===== src/sv/bws_pkg.sv =====
// Package: shared constants, types and helpers for the band-limited wavetable sample block.
`default_nettype none
package bws_pkg;
    localparam logic [1:0] WAVE_RECT = 2'd0;
    localparam logic [1:0] WAVE_SAW  = 2'd1;
    localparam logic [1:0] WAVE_TRI  = 2'd2;
    // Unknown waveform: sums nothing
    localparam logic [1:0] WAVE_NONE = 2'd3;

    localparam logic [0:0] REG_WAVEFORM_KIND  = 1'b0;
    localparam logic [0:0] REG_HARMONIC_LIMIT = 1'b1;

    localparam logic [31:0] AMP_RECT = 32'd1367130552;
    localparam logic [31:0] AMP_SAW  = 32'd683565276;
    localparam logic [31:0] AMP_TRI  = 32'd870342340;
    localparam logic [31:0] PI_Q22   = 32'd13176795;
    localparam logic [31:0] Q30_ONE  = 32'd1073741824;

    // Taylor coefficients for the quarter-wave sine, highest order first
    localparam logic signed [31:0] SIN_POLY [6] = '{
        -32'sd3864, 32'sd172272, -32'sd5026995,
        32'sd85569306, -32'sd693598668, 32'sd1686629713
    };

    // Operation selector for the shared multiplier
    typedef enum logic [1:0] {
        MUL_POLY,
        MUL_COEF,
        MUL_TERM
    } mul_op_t;

    // Control from the sequencer to the divider
    typedef struct packed {
        logic        start;
        logic [63:0] num;
        logic [63:0] den;
    } div_req_t;

    typedef struct packed {
        logic        done;
        logic [63:0] quot;
    } div_rsp_t;
endpackage
`default_nettype wire


===== src/sv/bws_div.sv =====
// Restoring divider: one quotient bit per cycle, 64-bit operands.
`default_nettype none
module bws_div (
    input  wire logic             clk,
    input  wire logic             rst_n,
    input  wire bws_pkg::div_req_t req,
    output bws_pkg::div_rsp_t     rsp
);
    logic [63:0] rem_reg, rem_next;
    logic [63:0] quot_reg, quot_next;
    logic [63:0] den_reg, den_next;
    logic [6:0]  cnt_reg, cnt_next;
    logic        busy_reg, busy_next;
    logic        done_reg, done_next;
    logic [64:0] trial;
    logic [64:0] shifted;

    // Shift in one dividend bit and subtract if it fits
    always_comb
    begin
        rem_next  = rem_reg;
        quot_next = quot_reg;
        den_next  = den_reg;
        cnt_next  = cnt_reg;
        busy_next = busy_reg;
        done_next = 1'b0;
        shifted   = {rem_reg, quot_reg[63]};
        trial     = shifted - {1'b0, den_reg};
        if (req.start)
        begin
            rem_next  = '0;
            quot_next = req.num;
            den_next  = req.den;
            cnt_next  = 7'd64;
            busy_next = 1'b1;
        end
        else if (busy_reg)
        begin
            if (!trial[64])
            begin
                rem_next  = trial[63:0];
                quot_next = {quot_reg[62:0], 1'b1};
            end
            else
            begin
                rem_next  = shifted[63:0];
                quot_next = {quot_reg[62:0], 1'b0};
            end
            cnt_next = cnt_reg - 7'd1;
            if (cnt_reg == 7'd1)
            begin
                busy_next = 1'b0;
                done_next = 1'b1;
            end
        end
    end

    always_ff @(posedge clk or negedge rst_n)
    begin
        if (!rst_n)
        begin
            busy_reg <= 1'b0;
            done_reg <= 1'b0;
            cnt_reg  <= '0;
        end
        else
        begin
            busy_reg <= busy_next;
            done_reg <= done_next;
            cnt_reg  <= cnt_next;
        end
    end

    always_ff @(posedge clk)
    begin
        rem_reg  <= rem_next;
        quot_reg <= quot_next;
        den_reg  <= den_next;
    end

    assign rsp.done = done_reg;
    assign rsp.quot = quot_reg;
endmodule
`default_nettype wire


===== src/sv/bandlimited_wavetable_sample.sv =====
// Top level: band-limited wavetable sample generator with a shared divider and multiplier.
//
// Usage: present sample_index with in_valid; the transfer happens when in_stall is low.
// in_stall stays high while one sample is being computed. For every harmonic above
// the first the sequencer runs the shared 64-step divider for the sigma phase, the
// sigma quotient and the amplitude, and the shared 32x32 multiplier for two
// seven-step sine polynomials and the products; the first harmonic needs no sigma.
// The table phase is a shift, as the table length must be a power of two.
// The unknown waveform skips the harmonics. No new input is taken before the
// current sample has left the sequencer.
// The result sits in an output register with out_valid until it is transferred
// while out_stall is low; the next input may be taken and computed meanwhile, and
// the finished sample waits in the sequencer until the output register is free.
// Reset clears the registers to a rectangle with limit 20 and leaves the block
// idle with no result pending. Configuration is written through cfg_we, cfg_index
// and cfg_data; the user must write it only while idle, the block does not enforce it.
`default_nettype none
module bandlimited_wavetable_sample #(
    parameter int TABLE_LEN   = 1024,
    parameter int SAMPLE_BITS = 16
) (
    input  wire logic                          clk,
    input  wire logic                          rst_n,
    input  wire logic                          cfg_we,
    input  wire logic [0:0]                    cfg_index,
    input  wire logic [9:0]                    cfg_data,
    input  wire logic                          in_valid,
    output logic                               in_stall,
    input  wire logic [9:0]                    sample_index,
    output logic                               out_valid,
    input  wire logic                          out_stall,
    output logic signed [SAMPLE_BITS-1:0]      sample_value,
    output logic                               clipped
);
    localparam int SH = 32 - SAMPLE_BITS;
    localparam int TAB_LOG = $clog2(TABLE_LEN);
    localparam logic signed [63:0] HI = (64'sd1 <<< (SAMPLE_BITS - 1)) - 64'sd1;
    localparam logic signed [63:0] LO = -HI - 64'sd1;

    typedef enum logic [3:0] {
        S_IDLE, S_HSTART, S_PH_WAIT, S_POLY, S_SIGDIV, S_SIGWAIT,
        S_AMPDIV, S_AMPWAIT, S_COEF, S_TPH, S_TERM, S_NEXT, S_DONE
    } state_t;

    state_t state_reg, state_next;
    logic [1:0]  kind_reg;
    logic [9:0]  limit_reg;
    logic [9:0]  k_reg, k_next;
    logic [9:0]  h_reg, h_next;
    logic        tsin_reg, tsin_next;          // 0 sigma sine, 1 table sine
    logic [2:0]  pstep_reg, pstep_next;
    logic [1:0]  quad_reg, quad_next;
    logic [31:0] x_reg, x_next, x2_reg, x2_next;
    logic signed [63:0] r_reg, r_next;
    logic [63:0] sigma_reg, sigma_next, amp_reg, amp_next, coef_reg, coef_next;
    logic signed [63:0] acc_reg, acc_next;
    logic signed [SAMPLE_BITS-1:0] y_reg, y_next;
    logic        clip_reg, clip_next, ov_reg, ov_next;
    bws_pkg::div_req_t dreq;
    bws_pkg::div_rsp_t drsp;

    // Shared multiplier
    logic [31:0] ma, mb;
    logic [63:0] mp;
    assign mp = {32'd0, ma} * {32'd0, mb};

    bws_div u_div (.clk(clk), .rst_n(rst_n), .req(dreq), .rsp(drsp));

    logic [19:0] hk;
    logic [19:0] hkm;
    logic [31:0] tph;
    logic [63:0] rmag;
    logic [63:0] hh;
    logic [31:0] pq;
    logic [31:0] xraw;
    logic        tneg;
    logic signed [63:0] rnd;
    logic [63:0] poly_p;
    logic signed [63:0] poly_v;

    always_comb
    begin
        state_next = state_reg;
        k_next = k_reg; h_next = h_reg; tsin_next = tsin_reg;
        pstep_next = pstep_reg; quad_next = quad_reg;
        x_next = x_reg; x2_next = x2_reg; r_next = r_reg;
        sigma_next = sigma_reg; amp_next = amp_reg; coef_next = coef_reg;
        acc_next = acc_reg; y_next = y_reg; clip_next = clip_reg; ov_next = ov_reg;
        dreq = '0;
        ma = '0; mb = '0;
        hk = {10'd0, h_reg} * {10'd0, k_reg};
        hkm = hk & 20'(TABLE_LEN - 1);
        tph = 32'({hkm, 32'd0} >> TAB_LOG);
        hh = {54'd0, h_reg} * {54'd0, h_reg};
        rmag = r_reg[63] ? 64'(-r_reg) : 64'(r_reg);
        pq = drsp.quot[31:0];
        xraw = {2'b00, pq[29:0]};
        tneg = 1'b0;
        rnd = '0;
        poly_p = '0;
        poly_v = '0;
        // Free the output register on its transfer
        if (ov_reg && !out_stall)
            ov_next = 1'b0;
        unique case (state_reg)
            S_IDLE:
            begin
                if (in_valid)
                begin
                    k_next = 10'(sample_index & 10'(TABLE_LEN - 1));
                    h_next = 10'd1;
                    acc_next = '0;
                    state_next = (kind_reg == bws_pkg::WAVE_NONE) ? S_DONE : S_HSTART;
                end
            end
            S_HSTART:
            begin
                if (h_reg >= limit_reg)
                    state_next = S_DONE;
                else if (h_reg == 10'd1)
                begin
                    sigma_next = 64'(bws_pkg::Q30_ONE);
                    state_next = S_AMPDIV;
                end
                else
                begin
                    // Sigma phase: (h-1)/(2*limit) turns
                    dreq.start = 1'b1;
                    dreq.num = {22'd0, 10'(h_reg - 10'd1), 32'd0};
                    dreq.den = {53'd0, limit_reg, 1'b0};
                    tsin_next = 1'b0;
                    state_next = S_PH_WAIT;
                end
            end
            S_PH_WAIT:
            begin
                if (drsp.done)
                begin
                    quad_next = pq[31:30];
                    x_next = pq[30] ? (bws_pkg::Q30_ONE - xraw) : xraw;
                    r_next = 64'(bws_pkg::SIN_POLY[0]);
                    pstep_next = 3'd0;
                    state_next = S_POLY;
                end
            end
            S_POLY:
            begin
                // Step 0 squares x, steps 1..5 Horner, step 6 times x
                if (pstep_reg == 3'd0)
                begin
                    ma = x_reg; mb = x_reg;
                    x2_next = 32'(mp >> 30);
                    pstep_next = 3'd1;
                end
                else
                begin
                    ma = rmag[31:0];
                    mb = (pstep_reg == 3'd6) ? x_reg : x2_reg;
                    poly_p = mp >> 30;
                    poly_v = r_reg[63] ? -$signed(poly_p) : $signed(poly_p);
                    if (pstep_reg == 3'd6)
                    begin
                        r_next = quad_reg[1] ? -poly_v : poly_v;
                        state_next = tsin_reg ? S_TERM : S_SIGDIV;
                    end
                    else
                    begin
                        r_next = 64'(bws_pkg::SIN_POLY[pstep_reg]) + poly_v;
                        pstep_next = pstep_reg + 3'd1;
                    end
                end
            end
            S_SIGDIV:
            begin
                ma = r_reg[31:0]; mb = {22'd0, limit_reg};
                dreq.start = 1'b1;
                dreq.num = mp << 22;
                dreq.den = {54'd0, 10'(h_reg - 10'd1)} * {32'd0, bws_pkg::PI_Q22};
                state_next = S_SIGWAIT;
            end
            S_SIGWAIT:
            begin
                if (drsp.done)
                begin
                    sigma_next = drsp.quot;
                    state_next = S_AMPDIV;
                end
            end
            S_AMPDIV:
            begin
                dreq.start = 1'b1;
                unique case (kind_reg)
                    bws_pkg::WAVE_RECT: begin dreq.num = 64'(bws_pkg::AMP_RECT);
                                              dreq.den = {54'd0, h_reg}; end
                    bws_pkg::WAVE_SAW:  begin dreq.num = 64'(bws_pkg::AMP_SAW);
                                              dreq.den = {54'd0, h_reg}; end
                    default:            begin dreq.num = 64'(bws_pkg::AMP_TRI);
                                              dreq.den = hh; end
                endcase
                state_next = S_AMPWAIT;
            end
            S_AMPWAIT:
            begin
                if (drsp.done)
                begin
                    amp_next = drsp.quot;
                    state_next = S_COEF;
                end
            end
            S_COEF:
            begin
                ma = sigma_reg[31:0]; mb = amp_reg[31:0];
                coef_next = mp >> 30;
                state_next = S_TPH;
            end
            S_TPH:
            begin
                // Table phase: the fraction of a turn is a shift of (h*k mod length)
                quad_next = tph[31:30];
                x_next = tph[30] ? (bws_pkg::Q30_ONE - {2'b00, tph[29:0]})
                                 : {2'b00, tph[29:0]};
                r_next = 64'(bws_pkg::SIN_POLY[0]);
                pstep_next = 3'd0;
                tsin_next = 1'b1;
                state_next = S_POLY;
            end
            S_TERM:
            begin
                ma = coef_reg[31:0]; mb = rmag[31:0];
                tneg = r_reg[63];
                if (kind_reg == bws_pkg::WAVE_SAW && !h_reg[0]) tneg = !tneg;
                if (kind_reg == bws_pkg::WAVE_TRI && h_reg[1:0] == 2'd3) tneg = !tneg;
                acc_next = tneg ? acc_reg - $signed(mp >> 29) : acc_reg + $signed(mp >> 29);
                state_next = S_NEXT;
            end
            S_NEXT:
            begin
                h_next = h_reg + ((kind_reg == bws_pkg::WAVE_SAW) ? 10'd1 : 10'd2);
                // Stop on wrap of the harmonic counter
                state_next = (h_next < h_reg) ? S_DONE : S_HSTART;
            end
            S_DONE:
            begin
                // Hold the finished sample until the output register is free
                if (!ov_reg || !out_stall)
                begin
                    rnd = (SH > 0) ? ((acc_reg + (64'sd1 <<< (SH > 0 ? SH - 1 : 0))) >>> SH)
                                   : acc_reg;
                    clip_next = 1'b0;
                    if (rnd > HI) begin y_next = SAMPLE_BITS'(HI); clip_next = 1'b1; end
                    else if (rnd < LO) begin y_next = SAMPLE_BITS'(LO); clip_next = 1'b1; end
                    else y_next = SAMPLE_BITS'(rnd);
                    ov_next = 1'b1;
                    state_next = S_IDLE;
                end
            end
            default: state_next = S_IDLE;
        endcase
    end

    // Hold state, configuration and the output valid flag
    always_ff @(posedge clk or negedge rst_n)
    begin
        if (!rst_n)
        begin
            state_reg <= S_IDLE;
            kind_reg  <= 2'd0;
            limit_reg <= 10'd20;
            ov_reg    <= 1'b0;
        end
        else
        begin
            state_reg <= state_next;
            ov_reg    <= ov_next;
            if (cfg_we)
            begin
                unique case (cfg_index)
                    bws_pkg::REG_WAVEFORM_KIND:  kind_reg  <= cfg_data[1:0];
                    bws_pkg::REG_HARMONIC_LIMIT: limit_reg <= cfg_data;
                    default: ;
                endcase
            end
        end
    end

    always_ff @(posedge clk)
    begin
        k_reg <= k_next; h_reg <= h_next; tsin_reg <= tsin_next;
        pstep_reg <= pstep_next; quad_reg <= quad_next;
        x_reg <= x_next; x2_reg <= x2_next; r_reg <= r_next;
        sigma_reg <= sigma_next; amp_reg <= amp_next; coef_reg <= coef_next;
        acc_reg <= acc_next; y_reg <= y_next; clip_reg <= clip_next;
    end

    assign in_stall     = (state_reg != S_IDLE);
    assign out_valid    = ov_reg;
    assign sample_value = y_reg;
    assign clipped      = clip_reg;

`ifndef NO_ASSERTIONS
    a_busy_stall: assert property (@(posedge clk) disable iff (!rst_n)
        (state_reg != S_IDLE) |-> in_stall) else $error("input taken while busy");
    a_out_hold: assert property (@(posedge clk) disable iff (!rst_n)
        (out_valid && out_stall) |=> (out_valid && $stable(sample_value)))
        else $error("stalled result changed");
    a_clip_sat: assert property (@(posedge clk) disable iff (!rst_n)
        (out_valid && clipped) |-> (sample_value == SAMPLE_BITS'(HI)
        || sample_value == SAMPLE_BITS'(LO))) else $error("clip without saturation");
`endif
endmodule
`default_nettype wire


===== config.mk =====
export PLATFORM = sky130hd
export DESIGN_NAME = bandlimited_wavetable_sample
export DESIGN_NICKNAME = d
export VERILOG_FILES = /design/src/sv/bws_pkg.sv /design/src/sv/bws_div.sv /design/src/sv/bandlimited_wavetable_sample.sv
export SDC_FILE = /design/constraint.sdc
export NUM_CORES = 2
export LEC_CHECK = 0
export BUFFER_PORTS_ARGS = -buffer_cell sky130_fd_sc_hd__buf_2
export CAP_MARGIN = 25
export CORE_UTILIZATION = 45
export CTS_CLUSTER_SIZE = 10
export DETAILED_ROUTE_END_ITERATION = 16
export GPL_ROUTABILITY_DRIVEN = 0
export PLACE_DENSITY = 0.59
export SYNTH_ARGS = -nofsm -noshare
export SYNTH_HDL_FRONTEND = slang
export SYNTH_SLANG_ARGS = --single-unit

===== constraint.sdc =====
create_clock -name clk -period 19.4 [get_ports clk]
set_input_delay 0.97 -clock clk [delete_from_list [all_inputs] [get_ports clk]]
set_output_delay 0.97 -clock clk [all_outputs]
set_load 0.05 [all_outputs]

# [Word-level counts from Yosys, hierarchy flattened]
# Memories as Yosys holds them, arrays and structs flattened.
# Index checks and enable logic that the tools add are counted.
# W data, S select, Z words.
[op_classes] bitwise=2 magnitude_cmp=5 mul=4 add_sub_neg=14 eq_ne=30 n_mux=75 reduce_logical=34
[ops] op="$mux W64" n=10
[ops] op="$pmux W129 S3" n=1
[ops] op="$mux W32" n=12
[ops] op="$mux W129" n=2
[ops] op="$pmux W32 S4" n=2
[ops] op="$pmux W64 S3" n=1
[ops] op="$pmux W95 S2" n=1
[ops] op="$pmux W32 S2" n=2
[ops] op="$pmux W64 S2" n=1
[ops] op="$sub A65 B64 Y65" n=1
[ops] op="$add A32 B64 Y64" n=1
[ops] op="$add A64 B17 Y64 const B" n=1
[ops] op="$add A64 B36 Y64" n=1
[ops] op="$mul A32 B32 Y64" n=1
[ops] op="$neg A34 Y64" n=1
[ops] op="$neg A64 Y64" n=1
[ops] op="$sub A31 B30 Y32 const A" n=2
[ops] op="$sub A64 B36 Y64" n=1
[ops] op="$pmux W4 S13" n=1
[ops] op="$gt A48 B16 Y1 const B" n=1
[ops] op="$lt A48 B16 Y1 const B" n=1
[ops] op="$mux W4" n=11
[ops] op="$mul A10 B24 Y34 const B" n=1
[ops] op="$neg A32 Y32" n=1
[ops] op="46 further kinds" n=106
[totals] in_bits=26 regBits=549 wordCells=189 rom_bits=256 output_inout_bits=19 n_memories=1
[memory_table] memory="(name not given)" depth=8 word_bits=32 rd=1 rd_ports_with_merged_regs=0 wr=0 line="bandlimited_wavetable_sample.sv:168" source="r_next = 64'(bws_pkg::SIN_POLY[pstep_reg]) + poly_v;"

# [Logic depth before layout (Yosys ltp)]
[logic_depth] depth_word=12 depth_mapped=64 ltp_nobuf=60

# [By module]
# Synthesis repeated with hierarchy kept, for this count alone.
[unflattened] cells_unflattened=8854 hier_area_um2=78512.8
[modules_own_cells] module="bandlimited_wavetable_sample" seq_area_each_um2=9376.5 cells_each=7643 instances=1 area_per_inst_um2=66771.5
[modules_own_cells] module="bws_div" seq_area_each_um2=5350.1 cells_each=1211 instances=1 area_per_inst_um2=11741.3

# [Worst setup path before layout]
# Ideal clock, no wire load.
[synth_path] kind="register to register" from="register state_reg[2]" to="register acc_reg[60] (data pin)" setup_ps=266 path_buffers=7 path_stages_with_launch=58 required_time_ps=19134 period_less_slack_ps=14277 arrival_time_ps=14011 slack_ps=5123 path_cell_list="dfrtp_1 -> clkbuf_1 -> nand2b_1 -> nor3_1 -> clkbuf_1 -> clkbuf_1 -> clkbuf_1 -> nand2_1 -> o221ai_1 -> clkbuf_1 -> nand2_1 -> fa_1 -> inv_1 -> fa_1 -> inv_1 -> fa_1 -> fa_1 -> inv_1 -> (+22 left out) -> xnor2_1 -> ha_1 -> clkbuf_1 -> a21oi_1 -> o21ai_0 -> a21oi_1 -> o21ai_0 -> a21o_1 -> a221oi_1 -> a21oi_1 -> o21a_1 -> a221oi_1 -> nor2b_1 -> o2111ai_1 -> a31oi_1 -> a31oi_1 -> xor2_1 -> nor2_1"
[synth_via] elab_chain_cells=6 word_cells_on_any_way=12 classes_between="2 x add/sub; 1 x mul; 4 x eq/ne; 4 x mux; 1 x reduce/logical"
[synth_rtl] item="start, declared" line="bandlimited_wavetable_sample.sv:45" source="state_t state_reg, state_next;"
[synth_rtl] item="start signal, assigned" line="bandlimited_wavetable_sample.sv:273" source="state_reg <= state_next;"
[synth_rtl] item="$eq A4 B4 Y1, or another cell as far along" line="bandlimited_wavetable_sample.sv:105" source="unique case (state_reg)"
[synth_rtl] item="$pmux W32 S4" line="bandlimited_wavetable_sample.sv:105"
[synth_rtl] item="$mul A32 B32 Y64 (*)" line="bandlimited_wavetable_sample.sv:65" source="assign mp = {32'd0, ma} * {32'd0, mb};"
[synth_rtl] item="via mp[30]" line="bandlimited_wavetable_sample.sv:64" source="logic [63:0] mp;"
[synth_rtl] item="$add A64 B36 Y64 or $sub A64 B36 Y64 (tied branches)" line="bandlimited_wavetable_sample.sv:233" source="acc_next = tneg ? acc_reg - $signed(mp >> 29) : acc_reg + $signed(mp >> 29);"
[synth_rtl] item="$mux W64 (*)" line="bandlimited_wavetable_sample.sv:233"
[synth_rtl] item="$pmux W64 S2 (*)" line="bandlimited_wavetable_sample.sv:105"
[synth_rtl] item="end signal, assigned" line="bandlimited_wavetable_sample.sv:292" source="acc_reg <= acc_next; y_reg <= y_next; clip_reg <= clip_next;"
[synth_rtl] item="end, declared" line="bandlimited_wavetable_sample.sv:56" source="logic signed [63:0] acc_reg, acc_next;"
# Mark *: on every way through the listed nets, which the timed path passes. The rest lies on a longest branch.
# A chain may end at the register's enable or synchronous reset.

# [Worst setup path in the final report]
[layout_path] from="register pstep_reg[0]" to="register acc_reg[60] (data pin)"
[layout_via] elab_chain_cells=8 word_cells_on_any_way=12 classes_between="2 x add/sub; 1 x mul; 1 x eq/ne; 7 x mux; 1 x reduce/logical"
[layout_rtl] item="start, declared" line="bandlimited_wavetable_sample.sv:51" source="logic [2:0] pstep_reg, pstep_next;"
[layout_rtl] item="start signal, assigned" line="bandlimited_wavetable_sample.sv:289" source="pstep_reg <= pstep_next; quad_reg <= quad_next;"
[layout_rtl] item="$eq A3 B3 Y1" line="bandlimited_wavetable_sample.sv:158" source="mb = (pstep_reg == 3'd6) ? x_reg : x2_reg;"
[layout_rtl] item="$mux W32" line="bandlimited_wavetable_sample.sv:158"
[layout_rtl] item="$mux W32" line="bandlimited_wavetable_sample.sv:149" source="if (pstep_reg == 3'd0)"
[layout_rtl] item="$pmux W32 S4" line="bandlimited_wavetable_sample.sv:105"
[layout_rtl] item="$mul A32 B32 Y64 (*)" line="bandlimited_wavetable_sample.sv:65"
[layout_rtl] item="$add A64 B36 Y64 or $sub A64 B36 Y64 (tied branches)" line="bandlimited_wavetable_sample.sv:233"
[layout_rtl] item="$mux W64 (*)" line="bandlimited_wavetable_sample.sv:233"
[layout_rtl] item="$pmux W64 S2 (*)" line="bandlimited_wavetable_sample.sv:105"
# Mark *: on every way between the ends. The rest lies on a longest branch, timed or not.

==> summary.md <==
| Metric | Value |
|---|---|
| Outcome | `complete, no violations` |
| Total GRT Usage | `0.2959` |
| Worst setup path category | `reg -> reg` |
| Die W | `409.9 µm` |
| First drt pass iteration count | `7` |
| Slew Limit Fails | `0` |
| Final Hold Fails | `0` |
| Unrepaired setup endpoints after global routing | `false` |
| Mapped Area | `~75,000 µm²` |
| Cells resized by post-CTS repair | `0` |
| Max-slew headroom | `0.2187` |
| Dpl cell area | `around 78,000 µm²` |
| DRT iter0 DRCs | `6,127` |
| Sink Count | `486` |
| Crit. End Element | `flop` |
| Initial Utilization | `0.4538` |
| Sequential-to-total area share from yosys stat | `0.1847` |
| CTS root buf | `clkbuf_16` |
| Share of cells above drive strength 1 | `0.05881` |
| TritonCTS Buffers | `~60` |
| Pwr per Cell Area | `28.62 nW/µm²` |
| Met3 GRT Util | `0.05103` |
| Setup TNS | `0 ns` |
| Commonest non-fill, non-tap cell in the layout | `inv_1` |
| Setup ws final | `2.412 ns` |
| Fin crit share | `0.8757` |
| Final Skew | `0.07447 ns` |
| Pin count of the biggest net entering global routing | `around 130` |
| Syn Inst Count | `about 8,400` |
| Die Ht | `409.9 µm` |
| Cell taking the most area after synthesis | `fa_1` |
| I/O Buffers | `44` |
| Skew-Pair Late Insertion Delay | `0.71 ns` |
| Met1 GRT Util | `0.4095` |
| Critical Path Max Stage Delay | `0.71 ns` |
| Synth top area cells | `fa_1 (28%), edfxtp_1 (16%), ha_1 (11%)` |
| Min-delay worst type | `in -> async` |
| Peak supply drop | `74.23 µV` |
| Die area | `~170,000 µm²` |
| Minimum clock period | `approximately 17 ns` |
| Nets | `10,020` |
| Via count | `61,010` |
| DR vias/cell | `5.777` |
| Crit path required time | `19.83 ns` |
| Final setup viols | `0` |
| EDFF count, synth | `396` |
| Post-CTS Setup Inserts | `0` |
| Most frequent cells in the layout | `inv_1 (1,352), fa_1 (1,032), nor2_1 (909)` |
| Antenna Violating Nets Remaining | `0` |
| Crit path max fanout | `19` |
| Max Cap Viol | `0` |
| CTS H-Tree Depth | `2` |
| Area of the core | `about 160,000 µm²` |
| Post-synth top area share | `0.2760` |
| Crit path arrival time | `17.42 ns` |
| Area growth syn-to-layout | `6.820%` |
| Top FF cell, synth | `edfxtp_1` |
| Met2 usage | `0.4637` |
| Initial antenna violation count | `7` |
| Slew at the pin closest to its max-slew limit | `1.168 ns` |
| First-pass GRT wire length | `approximately 380,000 µm` |
| I/O pin count | `between 40 and 50` |
| Site Rows | `between 100 and 150` |
| Max Clk Rate | `58.86 MHz` |
| CP Launch Type | `flop` |
| Drt total wl | `244,900 µm` |
| Tot Pwr | `0.002289 W` |
| Residual DRC count | `0` |
| Synth Register Bits | `between 400 and 500` |
| DP HPWL | `189,900 µm` |
| Clock Path Buffers | `3` |
| Vias in the first global route | `62,710` |
| FFs w/ async S/R, synth | `0.05350` |
| Post-Layout Inst Area | `roughly 80,000 µm²` |
| Grt total ovfl | `0` |
| Dpl ws | `2.688 ns` |
| WHS | `0.2879 ns` |
| Clk pin slew, worst setup/hold paths | `0.06 ns` |
| Syn avg cell area | `8.881 µm²` |
| Lkg Pwr | `between 30 and 40 nW` |
| Gr busiest metal | `met2` |
| # fillers | `15,700` |
| CTS tree | `built` |
| CP max stage cell | `nor2_4` |
| Syn Nets | `between 10,000 and 15,000` |
| Distinct cells, synth | `roughly 120` |
| Wire length per cell | `23.20 µm` |
| CTS Hold Bufs | `0` |
| Ys Warns | `0` |
## Yosys cell counts (126+ instances only)
library cell,number
nand2_1,876
a21o_1,126
o21ai_0,333
inv_1,1352
xnor2_1,254
fa_1,1032
nor2_1,915
edfxtp_1,396
clkbuf_1,346
ha_1,638
a21oi_1,411
xor2_1,193
## critical path, delay by kind of cell, from the launching register on
family	cells	cell delay, ns
buffers and inverters	12	1.97
DFF	1	0.53
adders and majority gates	12	5.54
muxes	1	0.24
xor gates and xnor gates	2	0.32
AOI/OAI and AO/OA	15	3.65
and+or+nand+nor	15	4.38
## path summary, 6_finish.rpt
| kind | start | to | slack [ns] | depth (start not counted) |
|---|---|---|---|---|
| worst min register to register | u_div.rem_reg[7]$_SDFFE_PP0P_ | u_div.rem_reg[7]$_SDFFE_PP0P_ | 0.51 | 2 |
| worst max register to register | pstep_reg[0]$_SDFFCE_PN0P_ | acc_reg[60]$_SDFFCE_PN0P_ | 2.41 | 57 |
| min in group clk | sample_index[9] | k_reg[9]$_DFFE_PP_ | 0.51 | 1 |
| worst max-delay path | pstep_reg[0]$_SDFFCE_PN0P_ | acc_reg[60]$_SDFFCE_PN0P_ | 2.41 | 57 |
| worst min-delay path | rst_n | state_reg[1]$_DFFE_PN0P_ | 0.29 | 1 |
| max in group asynchronous | rst_n | u_div.busy_reg$_DFF_PN0_ | 18.59 | 1 |
## metal layers
layer  routed length [µm]  vias up
met5                   27        -
met4                10290        4
met2               109600     2580
li1                     -    27370
met3                21710      470
met1               103300    30580
## kinds of logic after synthesis
family	synth area share
AOI/OAI and AO/OA	0.1259
xor gates and xnor gates	0.05294
adders and majority gates	0.3826
buffers and inverters	0.08824
DFF	0.1847
muxes	0.01168
and+or+nand+nor	0.1540
## where the power goes
part           switching (W)  total [W]  leakage (nW)  internal (W)
combinational      0.0000287  0.0000445          31.9     0.0000158
clock               0.000479    0.00112         0.939      0.000640
sequential        0.00000804    0.00113          3.63       0.00112
## metrics by stage
stage | std cells | util
after CTS | 10550 | 0.4844
after global routing | 10560 | 0.4846
final | 10560 | 0.4847
after global placement | 10440 | 0.4726
after floorplan | 8430 | -
after detailed placement | 10450 | 0.4728
## area by class of cell
type                            count  area (µm²)  share of cell area
Clock buffer                       89        1724             0.02156
Clock inverter                     18       195.2            0.002441
Sequential cell                   486       13830              0.1729
Tap cell                         2189        2739             0.03425
Timing Repair Buffer              216        1549             0.01937
Multi-Input combinational cell   6193       54800              0.6853
Antenna cell                        5       12.51           0.0001565
Inverter                         1364        5120             0.06402
(Power assumes the default switching activity.)
